--- src/hdl/usbe_pkg.sv ---
`timescale 1ns / 1ps
// ----------------------------------------------------------------------------
// usbe_pkg
// Types, code constants and sizes shared by the stego bit extractor files.
// ----------------------------------------------------------------------------
package usbe_pkg;

    localparam int MAP_DEPTH  = 16;
    localparam int CP_W       = 21;
    localparam int EIDX_W     = 4;
    localparam int BYTE_W     = 8;
    localparam int COUNT_W    = 4;
    localparam int CFG_IDX_W  = 2;
    localparam int CFG_DATA_W = 5;
    localparam int ENTRIES_W  = 5;
    localparam int IDX_RAW_W  = $clog2(MAP_DEPTH + 1);
    localparam int CMP_W      = (IDX_RAW_W > ENTRIES_W) ? IDX_RAW_W : ENTRIES_W;

    typedef logic [CP_W-1:0]    t_cp;
    typedef logic [EIDX_W-1:0]  t_eidx;
    typedef logic [BYTE_W-1:0]  t_byte;
    typedef logic [COUNT_W-1:0] t_count;
    typedef logic [CMP_W-1:0]   t_cell_idx;

    typedef enum logic [2:0] {
        MODE_TAGS      = 3'd0,
        MODE_ZW        = 3'd1,
        MODE_NIBBLES   = 3'd2,
        MODE_MONGOLIAN = 3'd3,
        MODE_BIDI      = 3'd4,
        MODE_MAP       = 3'd5,
        MODE_PAIRS     = 3'd6
    } t_mode;

    typedef enum logic [CFG_IDX_W-1:0] {
        REG_DECODE_MODE   = 2'd0,
        REG_LSB_FIRST     = 2'd1,
        REG_MAP_BIT_WIDTH = 2'd2,
        REG_MAP_ENTRIES   = 2'd3
    } t_reg_idx;

    localparam t_cp CP_TAG_BEGIN   = 21'h0E0001;
    localparam t_cp CP_TAG_CANCEL  = 21'h0E007F;
    localparam t_cp CP_TAG_LO      = 21'h0E0020;
    localparam t_cp CP_TAG_HI      = 21'h0E007E;
    localparam t_cp CP_ZWSP        = 21'h00200B;
    localparam t_cp CP_ZWNJ        = 21'h00200C;
    localparam t_cp CP_VS_LO       = 21'h00FE00;
    localparam t_cp CP_VS_HI       = 21'h00FE0F;
    localparam t_cp CP_MONGOLIAN_A = 21'h001820;
    localparam t_cp CP_FVS1        = 21'h00180B;
    localparam t_cp CP_FVS2        = 21'h00180C;
    localparam t_cp CP_LRI         = 21'h002066;
    localparam t_cp CP_RLI         = 21'h002067;
    localparam t_cp CP_IDEO_COMMA  = 21'h003001;
    localparam t_cp CP_ITER_MARK   = 21'h003005;

    localparam t_count CNT_ONE    = 4'd1;
    localparam t_count CNT_NIBBLE = 4'd4;
    localparam t_count CNT_BYTE   = 4'd8;

    typedef struct packed {
        logic   hit;
        t_byte  bits;
        t_count cnt;
        logic   map_req;
    } t_front_res;

    typedef struct packed {
        logic   is_load;
        t_cp    cp;
        t_eidx  entry_idx;
        t_cp    entry_cp;
        t_byte  entry_val;
        logic   hit;
        t_byte  bits;
        t_count cnt;
        logic   map_req;
        logic   found;
    } t_token;

endpackage

--- src/hdl/usbe_in_if.sv ---
`timescale 1ns / 1ps
// ----------------------------------------------------------------------------
// usbe_in_if
// Input channel: one decode or alphabet load item per transfer.
// ----------------------------------------------------------------------------
interface usbe_in_if import usbe_pkg::*; ();
    logic  valid;
    logic  ready;
    logic  opcode;
    t_cp   code_point;
    t_eidx entry_index;
    t_cp   entry_codepoint;
    t_byte entry_value;

    modport source (
        output valid, opcode, code_point, entry_index, entry_codepoint, entry_value,
        input  ready
    );
    modport sink (
        input  valid, opcode, code_point, entry_index, entry_codepoint, entry_value,
        output ready
    );
endinterface

--- src/hdl/usbe_out_if.sv ---
`timescale 1ns / 1ps
// ----------------------------------------------------------------------------
// usbe_out_if
// Output channel: one group of extracted bits per transfer.
// ----------------------------------------------------------------------------
interface usbe_out_if import usbe_pkg::*; ();
    logic   valid;
    logic   ready;
    t_byte  out_bits;
    t_count bit_count;

    modport source (output valid, out_bits, bit_count, input ready);
    modport sink (input valid, out_bits, bit_count, output ready);
endinterface

--- src/hdl/unicode_stego_bit_extractor.sv ---
`timescale 1ns / 1ps
// ----------------------------------------------------------------------------
// unicode_stego_bit_extractor
// Extracts hidden bits from a stream of Unicode code points.
// ----------------------------------------------------------------------------
// Items arrive on i_in: opcode 0 decodes code_point in the mode held in the
// decode_mode register, opcode 1 loads one alphabet slot. Each decode item
// yields zero or one transfer on o_out carrying 1 to 8 bits, first bit in
// the most significant used position. Registers are written through the
// i_cfg_* port; the user must write them only while the block is idle, as
// the block itself does not enforce it. Every item walks a row of MAP_DEPTH
// slot cells, each a register, and then the output register. The row is a
// pipeline: one item is taken per cycle as long as results are taken.
// The whole row moves together, so while o_out holds a result that the
// receiver does not take, i_in.ready is low and nothing moves.
// Reset empties the row and the output register, clears the tracking state
// and restores the register defaults; alphabet slots hold no defined value
// until loaded.
// ----------------------------------------------------------------------------
module unicode_stego_bit_extractor import usbe_pkg::*; (
    input  logic                  i_clk,
    input  logic                  i_rst_n,
    usbe_in_if.sink               i_in,
    usbe_out_if.source            o_out,
    input  logic                  i_cfg_we,
    input  logic [CFG_IDX_W-1:0]  i_cfg_idx,
    input  logic [CFG_DATA_W-1:0] i_cfg_wdata
);

    t_mode                r_mode;
    logic                 r_lsb_first;
    t_count               r_width;
    logic [ENTRIES_W-1:0] r_entries;

    logic       w_adv;
    logic       w_take;
    t_front_res w_front;
    logic       w_vld [MAP_DEPTH+1];
    t_token     w_tok [MAP_DEPTH+1];

    t_count w_w;
    t_byte  w_masked;
    t_byte  w_rev;
    t_byte  n_bits;
    t_count n_cnt;
    logic   n_out_valid;
    logic   r_out_valid;
    t_byte  r_out_bits;
    t_count r_out_cnt;

    always_ff @(posedge i_clk) begin
        if (!i_rst_n) begin
            r_mode      <= MODE_TAGS;
            r_lsb_first <= 1'b0;
            r_width     <= CNT_BYTE;
            r_entries   <= ENTRIES_W'(1);
        end else if (i_cfg_we) begin
            unique case (t_reg_idx'(i_cfg_idx))
                REG_DECODE_MODE:   r_mode      <= t_mode'(i_cfg_wdata[2:0]);
                REG_LSB_FIRST:     r_lsb_first <= i_cfg_wdata[0];
                REG_MAP_BIT_WIDTH: r_width     <= i_cfg_wdata[COUNT_W-1:0];
                REG_MAP_ENTRIES:   r_entries   <= i_cfg_wdata[ENTRIES_W-1:0];
            endcase
        end
    end

    assign w_adv      = !r_out_valid || o_out.ready;
    assign i_in.ready = w_adv;
    assign w_take     = i_in.valid && w_adv && !i_in.opcode;

    usbe_front u_front (
        .i_clk   (i_clk),
        .i_rst_n (i_rst_n),
        .i_take  (w_take),
        .i_mode  (r_mode),
        .i_cp    (i_in.code_point),
        .o_res   (w_front)
    );

    assign w_vld[0] = i_in.valid;
    assign w_tok[0] = '{
        is_load:   i_in.opcode,
        cp:        i_in.code_point,
        entry_idx: i_in.entry_index,
        entry_cp:  i_in.entry_codepoint,
        entry_val: i_in.entry_value,
        hit:       w_front.hit && !i_in.opcode,
        bits:      w_front.bits,
        cnt:       w_front.cnt,
        map_req:   w_front.map_req && !i_in.opcode,
        found:     1'b0
    };

    for (genvar g = 0; g < MAP_DEPTH; g++) begin : g_cell
        usbe_cell u_cell (
            .i_clk       (i_clk),
            .i_rst_n     (i_rst_n),
            .i_adv       (w_adv),
            .i_index     (CMP_W'(g)),
            .i_search_en (CMP_W'(g) < CMP_W'(r_entries)),
            .i_valid     (w_vld[g]),
            .i_tok       (w_tok[g]),
            .o_valid     (w_vld[g+1]),
            .o_tok       (w_tok[g+1])
        );
    end

    assign w_w = (r_width == '0) ? CNT_ONE : ((r_width > CNT_BYTE) ? CNT_BYTE : r_width);

    always_comb begin
        logic [COUNT_W-1:0] k;
        for (int j = 0; j < BYTE_W; j++) begin
            w_masked[j] = w_tok[MAP_DEPTH].bits[j] && (COUNT_W'(j) < w_w);
        end
        for (int j = 0; j < BYTE_W; j++) begin
            k        = w_w - CNT_ONE - COUNT_W'(j);
            w_rev[j] = (COUNT_W'(j) < w_w) ? w_masked[k[2:0]] : 1'b0;
        end
    end

    always_comb begin
        n_out_valid = w_vld[MAP_DEPTH] && (w_tok[MAP_DEPTH].hit || w_tok[MAP_DEPTH].found);
        if (w_tok[MAP_DEPTH].found) begin
            n_bits = r_lsb_first ? w_rev : w_masked;
            n_cnt  = w_w;
        end else begin
            n_bits = w_tok[MAP_DEPTH].bits;
            n_cnt  = w_tok[MAP_DEPTH].cnt;
        end
    end

    always_ff @(posedge i_clk) begin
        if (!i_rst_n) begin
            r_out_valid <= 1'b0;
        end else if (w_adv) begin
            r_out_valid <= n_out_valid;
        end
    end

    always_ff @(posedge i_clk) begin
        if (w_adv) begin
            r_out_bits <= n_bits;
            r_out_cnt  <= n_cnt;
        end
    end

    assign o_out.valid     = r_out_valid;
    assign o_out.out_bits  = r_out_bits;
    assign o_out.bit_count = r_out_cnt;

endmodule

--- src/hdl/usbe_front.sv ---
`timescale 1ns / 1ps
// ----------------------------------------------------------------------------
// usbe_front
// Fixed-mode decoder with the tag-run, Mongolian and pair tracking state.
// ----------------------------------------------------------------------------
module usbe_front import usbe_pkg::*; (
    input  logic       i_clk,
    input  logic       i_rst_n,
    input  logic       i_take,
    input  t_mode      i_mode,
    input  t_cp        i_cp,
    output t_front_res o_res
);

    logic r_in_tag_run;
    logic n_in_tag_run;
    logic r_prev_a;
    logic n_prev_a;
    t_cp  r_pair_first;
    t_cp  n_pair_first;
    logic r_pair_have;
    logic n_pair_have;

    always_comb begin
        o_res        = '0;
        n_in_tag_run = r_in_tag_run;
        n_prev_a     = (i_cp == CP_MONGOLIAN_A);
        n_pair_first = r_pair_first;
        n_pair_have  = r_pair_have;
        unique case (i_mode)
            MODE_TAGS: begin
                if (i_cp == CP_TAG_BEGIN) begin
                    n_in_tag_run = 1'b1;
                end else if (i_cp == CP_TAG_CANCEL) begin
                    n_in_tag_run = 1'b0;
                end else if (r_in_tag_run && i_cp >= CP_TAG_LO && i_cp <= CP_TAG_HI) begin
                    o_res.hit  = 1'b1;
                    o_res.bits = i_cp[BYTE_W-1:0];
                    o_res.cnt  = CNT_BYTE;
                end
            end
            MODE_ZW: begin
                if (i_cp == CP_ZWSP || i_cp == CP_ZWNJ) begin
                    o_res.hit  = 1'b1;
                    o_res.bits = {{(BYTE_W-1){1'b0}}, i_cp == CP_ZWNJ};
                    o_res.cnt  = CNT_ONE;
                end
            end
            MODE_NIBBLES: begin
                if (i_cp >= CP_VS_LO && i_cp <= CP_VS_HI) begin
                    o_res.hit  = 1'b1;
                    o_res.bits = {4'd0, i_cp[3:0]};
                    o_res.cnt  = CNT_NIBBLE;
                end
            end
            MODE_MONGOLIAN: begin
                if (r_prev_a && (i_cp == CP_FVS1 || i_cp == CP_FVS2)) begin
                    o_res.hit  = 1'b1;
                    o_res.bits = {{(BYTE_W-1){1'b0}}, i_cp == CP_FVS2};
                    o_res.cnt  = CNT_ONE;
                end
            end
            MODE_BIDI: begin
                if (i_cp == CP_LRI || i_cp == CP_RLI) begin
                    o_res.hit  = 1'b1;
                    o_res.bits = {{(BYTE_W-1){1'b0}}, i_cp == CP_RLI};
                    o_res.cnt  = CNT_ONE;
                end
            end
            MODE_MAP: begin
                o_res.map_req = 1'b1;
            end
            MODE_PAIRS: begin
                if (i_cp == CP_IDEO_COMMA) begin
                    n_pair_have = 1'b0;
                end else if (!r_pair_have) begin
                    n_pair_first = i_cp;
                    n_pair_have  = 1'b1;
                end else begin
                    if (i_cp == r_pair_first) begin
                        o_res.hit = 1'b1;
                        o_res.cnt = CNT_ONE;
                    end else if (i_cp == CP_ITER_MARK) begin
                        o_res.hit  = 1'b1;
                        o_res.bits = {{(BYTE_W-1){1'b0}}, 1'b1};
                        o_res.cnt  = CNT_ONE;
                    end
                    n_pair_have = 1'b0;
                end
            end
            default: begin
            end
        endcase
    end

    always_ff @(posedge i_clk) begin
        if (!i_rst_n) begin
            r_in_tag_run <= 1'b0;
            r_prev_a     <= 1'b0;
            r_pair_first <= '0;
            r_pair_have  <= 1'b0;
        end else if (i_take) begin
            r_in_tag_run <= n_in_tag_run;
            r_prev_a     <= n_prev_a;
            r_pair_first <= n_pair_first;
            r_pair_have  <= n_pair_have;
        end
    end

endmodule

--- src/hdl/usbe_cell.sv ---
`timescale 1ns / 1ps
// ----------------------------------------------------------------------------
// usbe_cell
// One alphabet slot: stores a code point and value, loads and matches
// the item passing through, and hands it to the next slot.
// ----------------------------------------------------------------------------
module usbe_cell import usbe_pkg::*; (
    input  logic      i_clk,
    input  logic      i_rst_n,
    input  logic      i_adv,
    input  t_cell_idx i_index,
    input  logic      i_search_en,
    input  logic      i_valid,
    input  t_token    i_tok,
    output logic      o_valid,
    output t_token    o_tok
);

    t_cp    r_cp;
    t_byte  r_val;
    logic   r_valid;
    t_token r_tok;
    t_token n_tok;
    logic   w_sel;

    assign w_sel = (CMP_W'(i_tok.entry_idx) == i_index);

    always_comb begin
        n_tok = i_tok;
        if (!i_tok.is_load && i_tok.map_req && !i_tok.found && i_search_en
                && r_cp == i_tok.cp) begin
            n_tok.found = 1'b1;
            n_tok.bits  = r_val;
        end
    end

    always_ff @(posedge i_clk) begin
        if (i_adv && i_valid && i_tok.is_load && w_sel) begin
            r_cp  <= i_tok.entry_cp;
            r_val <= i_tok.entry_val;
        end
    end

    always_ff @(posedge i_clk) begin
        if (!i_rst_n) begin
            r_valid <= 1'b0;
        end else if (i_adv) begin
            r_valid <= i_valid;
        end
    end

    always_ff @(posedge i_clk) begin
        if (i_adv) begin
            r_tok <= n_tok;
        end
    end

    assign o_valid = r_valid;
    assign o_tok   = r_tok;

endmodule

--- src/flat_wrapper.sv ---
// flat-port wrapper written by rule: the top's interface ports become plain ports
module unicode_stego_bit_extractor_flat import usbe_pkg::*;
  (i_clk, i_rst_n, i_cfg_we, i_cfg_idx, i_cfg_wdata, i_in_valid, i_in_opcode, i_in_code_point, i_in_entry_index, i_in_entry_codepoint, i_in_entry_value, i_in_ready, o_out_valid, o_out_out_bits, o_out_bit_count, o_out_ready);
  usbe_in_if i_in_i ();
  usbe_out_if o_out_i ();
  input  logic i_clk;
  input  logic i_rst_n;
  input  logic i_cfg_we;
  input  logic [CFG_IDX_W-1:0] i_cfg_idx;
  input  logic [CFG_DATA_W-1:0] i_cfg_wdata;
  input wire logic [$bits(i_in_i.valid)-1:0] i_in_valid;
  input wire logic [$bits(i_in_i.opcode)-1:0] i_in_opcode;
  input wire logic [$bits(i_in_i.code_point)-1:0] i_in_code_point;
  input wire logic [$bits(i_in_i.entry_index)-1:0] i_in_entry_index;
  input wire logic [$bits(i_in_i.entry_codepoint)-1:0] i_in_entry_codepoint;
  input wire logic [$bits(i_in_i.entry_value)-1:0] i_in_entry_value;
  output wire logic [$bits(i_in_i.ready)-1:0] i_in_ready;
  output wire logic [$bits(o_out_i.valid)-1:0] o_out_valid;
  output wire logic [$bits(o_out_i.out_bits)-1:0] o_out_out_bits;
  output wire logic [$bits(o_out_i.bit_count)-1:0] o_out_bit_count;
  input wire logic [$bits(o_out_i.ready)-1:0] o_out_ready;
  assign i_in_i.valid = i_in_valid;
  assign i_in_i.opcode = i_in_opcode;
  assign i_in_i.code_point = i_in_code_point;
  assign i_in_i.entry_index = i_in_entry_index;
  assign i_in_i.entry_codepoint = i_in_entry_codepoint;
  assign i_in_i.entry_value = i_in_entry_value;
  assign i_in_ready = i_in_i.ready;
  assign o_out_valid = o_out_i.valid;
  assign o_out_out_bits = o_out_i.out_bits;
  assign o_out_bit_count = o_out_i.bit_count;
  assign o_out_i.ready = o_out_ready;
  unicode_stego_bit_extractor u_core (.i_clk(i_clk), .i_rst_n(i_rst_n), .i_in(i_in_i), .o_out(o_out_i), .i_cfg_we(i_cfg_we), .i_cfg_idx(i_cfg_idx), .i_cfg_wdata(i_cfg_wdata));
endmodule
--- config.mk ---
export PLATFORM = sky130hd
export DESIGN_NAME = unicode_stego_bit_extractor_flat
export DESIGN_NICKNAME = d
export VERILOG_FILES = /design/src/hdl/usbe_pkg.sv /design/src/hdl/usbe_in_if.sv /design/src/hdl/usbe_out_if.sv /design/src/hdl/unicode_stego_bit_extractor.sv /design/src/hdl/usbe_front.sv /design/src/hdl/usbe_cell.sv /design/src/flat_wrapper.sv
export SDC_FILE = /design/constraint.sdc
export NUM_CORES = 2
export LEC_CHECK = 0
export BUFFER_PORTS_ARGS = -buffer_cell sky130_fd_sc_hd__buf_2
export CAP_MARGIN = 20
export CORE_ASPECT_RATIO = 1.2
export CORE_UTILIZATION = 25
export CTS_CLUSTER_SIZE = 20
export DETAILED_ROUTE_END_ITERATION = 7
export PLACE_DENSITY = 0.5
export SLEW_MARGIN = 20
export SYNTH_ARGS = -nofsm -noshare
export SYNTH_HDL_FRONTEND = slang
export SYNTH_SLANG_ARGS = --single-unit
export TNS_END_PERCENT = 30
--- constraint.sdc ---
create_clock -name i_clk -period 64 [get_ports i_clk]
set_input_delay 12.8 -clock i_clk [delete_from_list [all_inputs] [get_ports i_clk]]
set_output_delay 12.8 -clock i_clk [all_outputs]
set_load 0.01 [all_outputs]
After elaboration in Yosys (flattened, before gate mapping):

Index checks and enable logic that the tools add are counted.

* register bits: 1594
* bits in latches: 0
* bits in writable memories: 0
* bits in read-only memories: 0
* input port bits: 67
* output and inout bits: 14
* word-level logic and storage cells: 553
* memories: 0

* add/sub/neg operators: 8
* multipliers: 0
* divide/modulo/power cells: 0
* order comparisons: 37
* eq/ne operators: 52
* shifts and indexed selects: 0
* muxes and demuxes: 65
* bitwise operators: 2
* reductions and logical operators: 176

Operator list (number)
* $eq 21x21->1: 17
* $mux 8: 19
* $mux 13: 10
* $logic_and 1x1->1: 127
* $eq 21x14->1 const B: 6
* $pmux 13 s6: 1
* $eq 21x13->1 const B: 3
* $eq 21x20->1 const B: 2
* $lt 4x5->1 const A: 8
* $eq 4x4->1 const B: 8
* $logic_not 1->1: 32
* $lt 3x4->1 const B: 8
* $bmux 1 s3: 8
* $mux 1: 23
* $ge 21x16->1 const B: 1
* $ge 21x20->1 const B: 1
* $le 21x16->1 const B: 1
* $le 21x20->1 const B: 1
* $lt 3x5->1 const A: 4
* $eq 4x3->1 const B: 4
* $lt 3x4->1 const A: 4
* $mux 4: 4
* $sub 3x3->3 const B: 4
* $lt 1x5->1 const A: 2
* other kinds (23): 42

Depth between registers and ports, before layout:

* depth in word-level cells: 10
* gate-level depth with buffers: 11
* mapped depth without buffers: 10

By module:

Synthesis repeated with hierarchy kept, for this count alone.

* cells, all modules: 2763
* area, all modules: 58061.9 um^2

By module, submodules not included
* usbe_cell: instances 16, cells an instance 148, area each 3412.0 um^2, seq. area each 2992.9 um^2
* unicode_stego_bit_extractor: instances 1, cells an instance 213, area each 1856.8 um^2, seq. area each 640.6 um^2
* usbe_front: instances 1, cells an instance 182, area each 1612.8 um^2, seq. area each 480.5 um^2

Least setup slack after synthesis:

Ideal clock, no wire load.

* kind: input-to-output
* start point: input port o_out_ready
* end point: output port i_in_ready
* arrival: 41.859 ns
* required time: 51.200 ns
* slack: 9.341 ns
* cell stages on the path: 4
* path buffers: 2
* path through: nor2b_1 -> clkbuf_1 -> clkinv_1 -> clkbuf_1

* longest elaborated chain between the ends: 1

RTL lines
* from (decl): line flat_wrapper.sv:21 `input wire logic [$bits(o_out_i.ready)-1:0] o_out_ready;`
* $logic_or 1x1->1: line unicode_stego_bit_extractor.sv:67 `assign w_adv = !r_out_valid || o_out.ready;`
* to (decl): line flat_wrapper.sv:17 `output wire logic [$bits(i_in_i.ready)-1:0] i_in_ready;`

No other way between the ends.

Worst setup path in the final report:

Ends and elaborated chain as after synthesis.

==> impl_metrics.json <==
{
  "status": "finished, final reports clean",
  "drtAntennaViolNets": 0,
  "post_drt_via_cell_ratio": 3.77,
  "slew_viol_final": 0,
  "yosysSeqAreaShare_pct": 85.3,
  "skew_ps": 24.2,
  "finalWirelength_um": 94300,
  "cts_setup_buffers": 0,
  "grt_overflow": 0,
  "finalHoldViolCount": 0,
  "vias": 21900,
  "dieHeight_um": 515,
  "p_leak_nw": 22.0,
  "cp-start-kind": "input pin",
  "finalSetupViolCount": 0,
  "cp.required_ps": 51200,
  "hold_path_class": "flop to flop",
  "ys_types": 67,
  "tightest_slew_ps": 1190,
  "synthToLayoutAreaGrowth_pct": 16.4,
  "cp_max_fo": 98,
  "post_cts_resized": 0,
  "rsz0062_at_grt": "false",
  "fin_crit_sh_pct": 41.8,
  "netlist_instances": 2616,
  "drive_gt1_share_pct": 16.2,
  "power_frac_comb_pct": 1.2,
  "antenna_found_initial": 1,
  "cts_hold_buf": 0,
  "drtIter0Drc": 1210,
  "power_density_nw_per_um2": 32.3,
  "io_pins": 81,
  "tns_ps": 0,
  "cts_made_buffers": 160,
  "path_cells": "buf_2 -> nor2b_2 -> buf_4 -> inv_8 -> buf_2",
  "syn-mean-instance-area_um2": 21.0,
  "peakVddDrop_uv": 20.2,
  "power.switching_w": 0.000403,
  "die_x_um": 430,
  "max-slew-margin-rel_pct": 20.6,
  "cts-htree-levels": 4,
  "max_stage_delay_ps": 510,
  "synth-main-ff-cell": "edfxtp_1",
  "dp_hpwl_um": 64100,
  "critPathKind": "input pin to output pin",
  "critical_path.most_common_cell": "buf_2",
  "grt_pass1_wl_um": 145000,
  "critPathArrivalTime_ps": 13940,
  "r2r_setup_slack_ps": 59970,
  "cts_sinks": 1578,
  "swShare_pct": 19.5,
  "cts_root_buf": "clkbuf_16",
  "diodes": 0,
  "dr.pass1.iters": 5,
  "grt_usage_pct": 8.50,
  "p_seq_share_pct": 57.0,
  "clk_pin_slew_ps": 50,
  "nets": 2926,
  "async_flop_share_pct": 0,
  "syn_area_um2": 54900,
  "clk_path_buf_depth": 3,
  "maxCapViolations": 0,
  "first_global_vias": 23400,
  "drc_errors": 0,
  "clock_latency_ps": 750,
  "num_rows": 188,
  "gp_congestion": 0.747,
  "io_buffers": 80,
  "cts_tree": "yes",
  "power_frac_clock_pct": 41.8,
  "crit_path_end_kind": "output pin",
  "fin_crit_ps": 26740,
  "cp_slowest_cell": "inv_8",
  "core_um2": 219000,
  "internal_power_w": 0.00166,
  "start_util_pct": 25.1,
  "yosysWarnings": 0,
  "fmax_mhz": 37.4,
  "finalPower_w": 0.00207,
  "synth_nets": 2686,
  "wire_per_inst_um": 16.2,
  "die_area_um2": 222000,
  "synth_seq_cells": 1578,
  "grt_max_degree": 186,
  "synth_edf_count": 1524
}
## layout make-up
type                       count  area (um^2)
fill                       21200       155000
sequential                  1578        46800
multi-input combinational    989         7920
clock buffer                 206         4260
tap                         2850         3570
timing repair buffer         116          708
clock inverter                70          574
inverter                      11         48.8
## placed cells by master, fill, tap and decap left out, types with 10 or more instances in the layout
| cell type | synthesis | layout |
|---|---|---|
| nand4_1 | 59 | 59 |
| xor2_1 | 174 | 174 |
| clkbuf_1 | 24 | 42 |
| nand2_1 | 63 | 63 |
| nor2b_1 | 35 | 34 |
| inv_1 | 10 | 10 |
| nor3_1 | 21 | 14 |
| nor4b_1 | 10 | 10 |
| edfxtp_1 | 1524 | 1524 |
| buf_4 | 0 | 33 |
| mux2i_1 | 40 | 40 |
| nor4_1 | 54 | 52 |
| o21ai_0 | 21 | 21 |
| nand2b_1 | 17 | 17 |
| nand3_1 | 23 | 23 |
| mux2_2 | 126 | 126 |
| clkbuf_16 | 0 | 164 |
| clkinv_1 | 1 | 36 |
| dfxtp_1 | 54 | 54 |
| xnor2_1 | 186 | 186 |
| nor2_1 | 30 | 23 |
| clkinv_2 | 0 | 15 |
| a21boi_0 | 20 | 20 |
| buf_2 | 11 | 80 |
## power by group through the flow
| stage | combinational, W | sequential (W) | clock [W] |
|---|---|---|---|
| after CTS | 0.0000257 | 0.00118 | 0.000894 |
| after global placement | 0.0000258 | 0.00120 | 0 |
| after global routing | 0.0000269 | 0.00118 | 0.000931 |
| after floorplan | 0.0000144 | 0.00119 | 0 |
| final | 0.0000245 | 0.00118 | 0.000864 |
| after detailed placement | 0.0000256 | 0.00120 | 0 |
## path summary, 6_finish.rpt
check        cells past startpoint                                        from                                           to
max reg2reg                      6             u_core.o_out.valid$_SDFFE_PN0N_  u_core.g_cell[5].u_cell.o_tok[50]$_DFFE_PN_
max                              5                                 o_out_ready                                   i_in_ready
min reg2reg                      0  u_core.g_cell[4].u_cell.o_tok[4]$_DFFE_PN_   u_core.g_cell[5].u_cell.o_tok[4]$_DFFE_PN_
min                              0  u_core.g_cell[4].u_cell.o_tok[4]$_DFFE_PN_   u_core.g_cell[5].u_cell.o_tok[4]$_DFFE_PN_
## cells by family after synthesis
group	share of synthesized area (%)
buffers and inverters	0.433
AO/OA/AOI/OAI	1.25
flip-flops	85.3
adder cells (fa/ha/maj)	0.0683
XOR/XNOR	5.74
AND/OR/NAND/NOR	3.92
multiplexers	3.31
## per-stage QoR
| stage | worst slack (ps) | util [%] | cells | cell area [um^2] | hold slack (ps) |
|---|---|---|---|---|---|
| after global placement | 37240 | 27.0 | 5544 | 59100 | 401 |
| after global routing | 37150 | 29.3 | 5820 | 63900 | 419 |
| after detailed placement | 37230 | 27.0 | 5544 | 59100 | 405 |
| final | 37260 | 29.3 | 5820 | 63900 | 415 |
| after CTS | 37230 | 29.3 | 5820 | 63900 | 415 |
| after floorplan | 9340 | - | 2616 | 54900 | 400 |
## cell usage after synthesis, drive strengths merged, types with 3 or more instances
| cell type | n | area (um^2) |
|---|---|---|
| nor3b | 7 | 52.6 |
| nand2b | 17 | 106 |
| mux2i | 40 | 400 |
| a21oi | 9 | 45.0 |
| dfxtp | 54 | 1080 |
| or4 | 9 | 67.6 |
| nor2b | 35 | 219 |
| nand3b | 6 | 45.0 |
| nand3 | 23 | 115 |
| ha | 3 | 37.5 |
| and2 | 3 | 18.8 |
| buf | 14 | 106 |
| xnor2 | 186 | 1630 |
| or2 | 8 | 50.1 |
| nand4 | 59 | 369 |
| xor2 | 174 | 1520 |
| nor2 | 30 | 113 |
| nand2 | 63 | 236 |
| o2111ai | 3 | 26.3 |
| o21ai | 21 | 105 |
| nor3 | 23 | 125 |
| mux2 | 126 | 1420 |
| a22o | 9 | 78.8 |
| nand4b | 3 | 26.3 |
| inv | 10 | 37.5 |
| clkbuf | 24 | 90.1 |
| or4b | 3 | 30.0 |
| nor4 | 58 | 388 |
| nor4b | 10 | 87.6 |
| o31ai | 3 | 22.5 |
| a21boi | 20 | 150 |
| edfxtp | 1524 | 45800 |
## routing by layer
layer / up-vias / part of all wire, % / global-route usage (%)
met1: 10700 / 42 / 10.0
met3: 149 / 3.5 / 1.71
met5: - / 0 / 0
met2: 360 / 52 / 15.3
li1: 10700 / - / -
met4: 0 / 2.2 / 2.76
## worst max-delay path: cells and delay by family
kind	cells	cell delay (ps)
buffers and inverters	4	1060
and+or+nand+nor	1	40
## flip-flops by register name (all words and copies together) (netlist names)
name / flops
u_core.g_cell.u_cell.o_tok: 1048
u_core.g_cell.u_cell.o_valid: 16
u_core.g_cell.u_cell.r_cp: 336
u_core.g_cell.u_cell.r_val: 128
u_core.o_out.bit_count: 4
u_core.o_out.out_bits: 8
u_core.o_out.valid: 1
u_core.r_entries: 5
u_core.r_lsb_first: 1
u_core.r_mode: 3
u_core.r_width: 4
u_core.u_front.r_in_tag_run: 1
u_core.u_front.r_pair_first: 21
u_core.u_front.r_pair_have: 1
u_core.u_front.r_prev_a: 1
(Power assumes the default switching activity.)
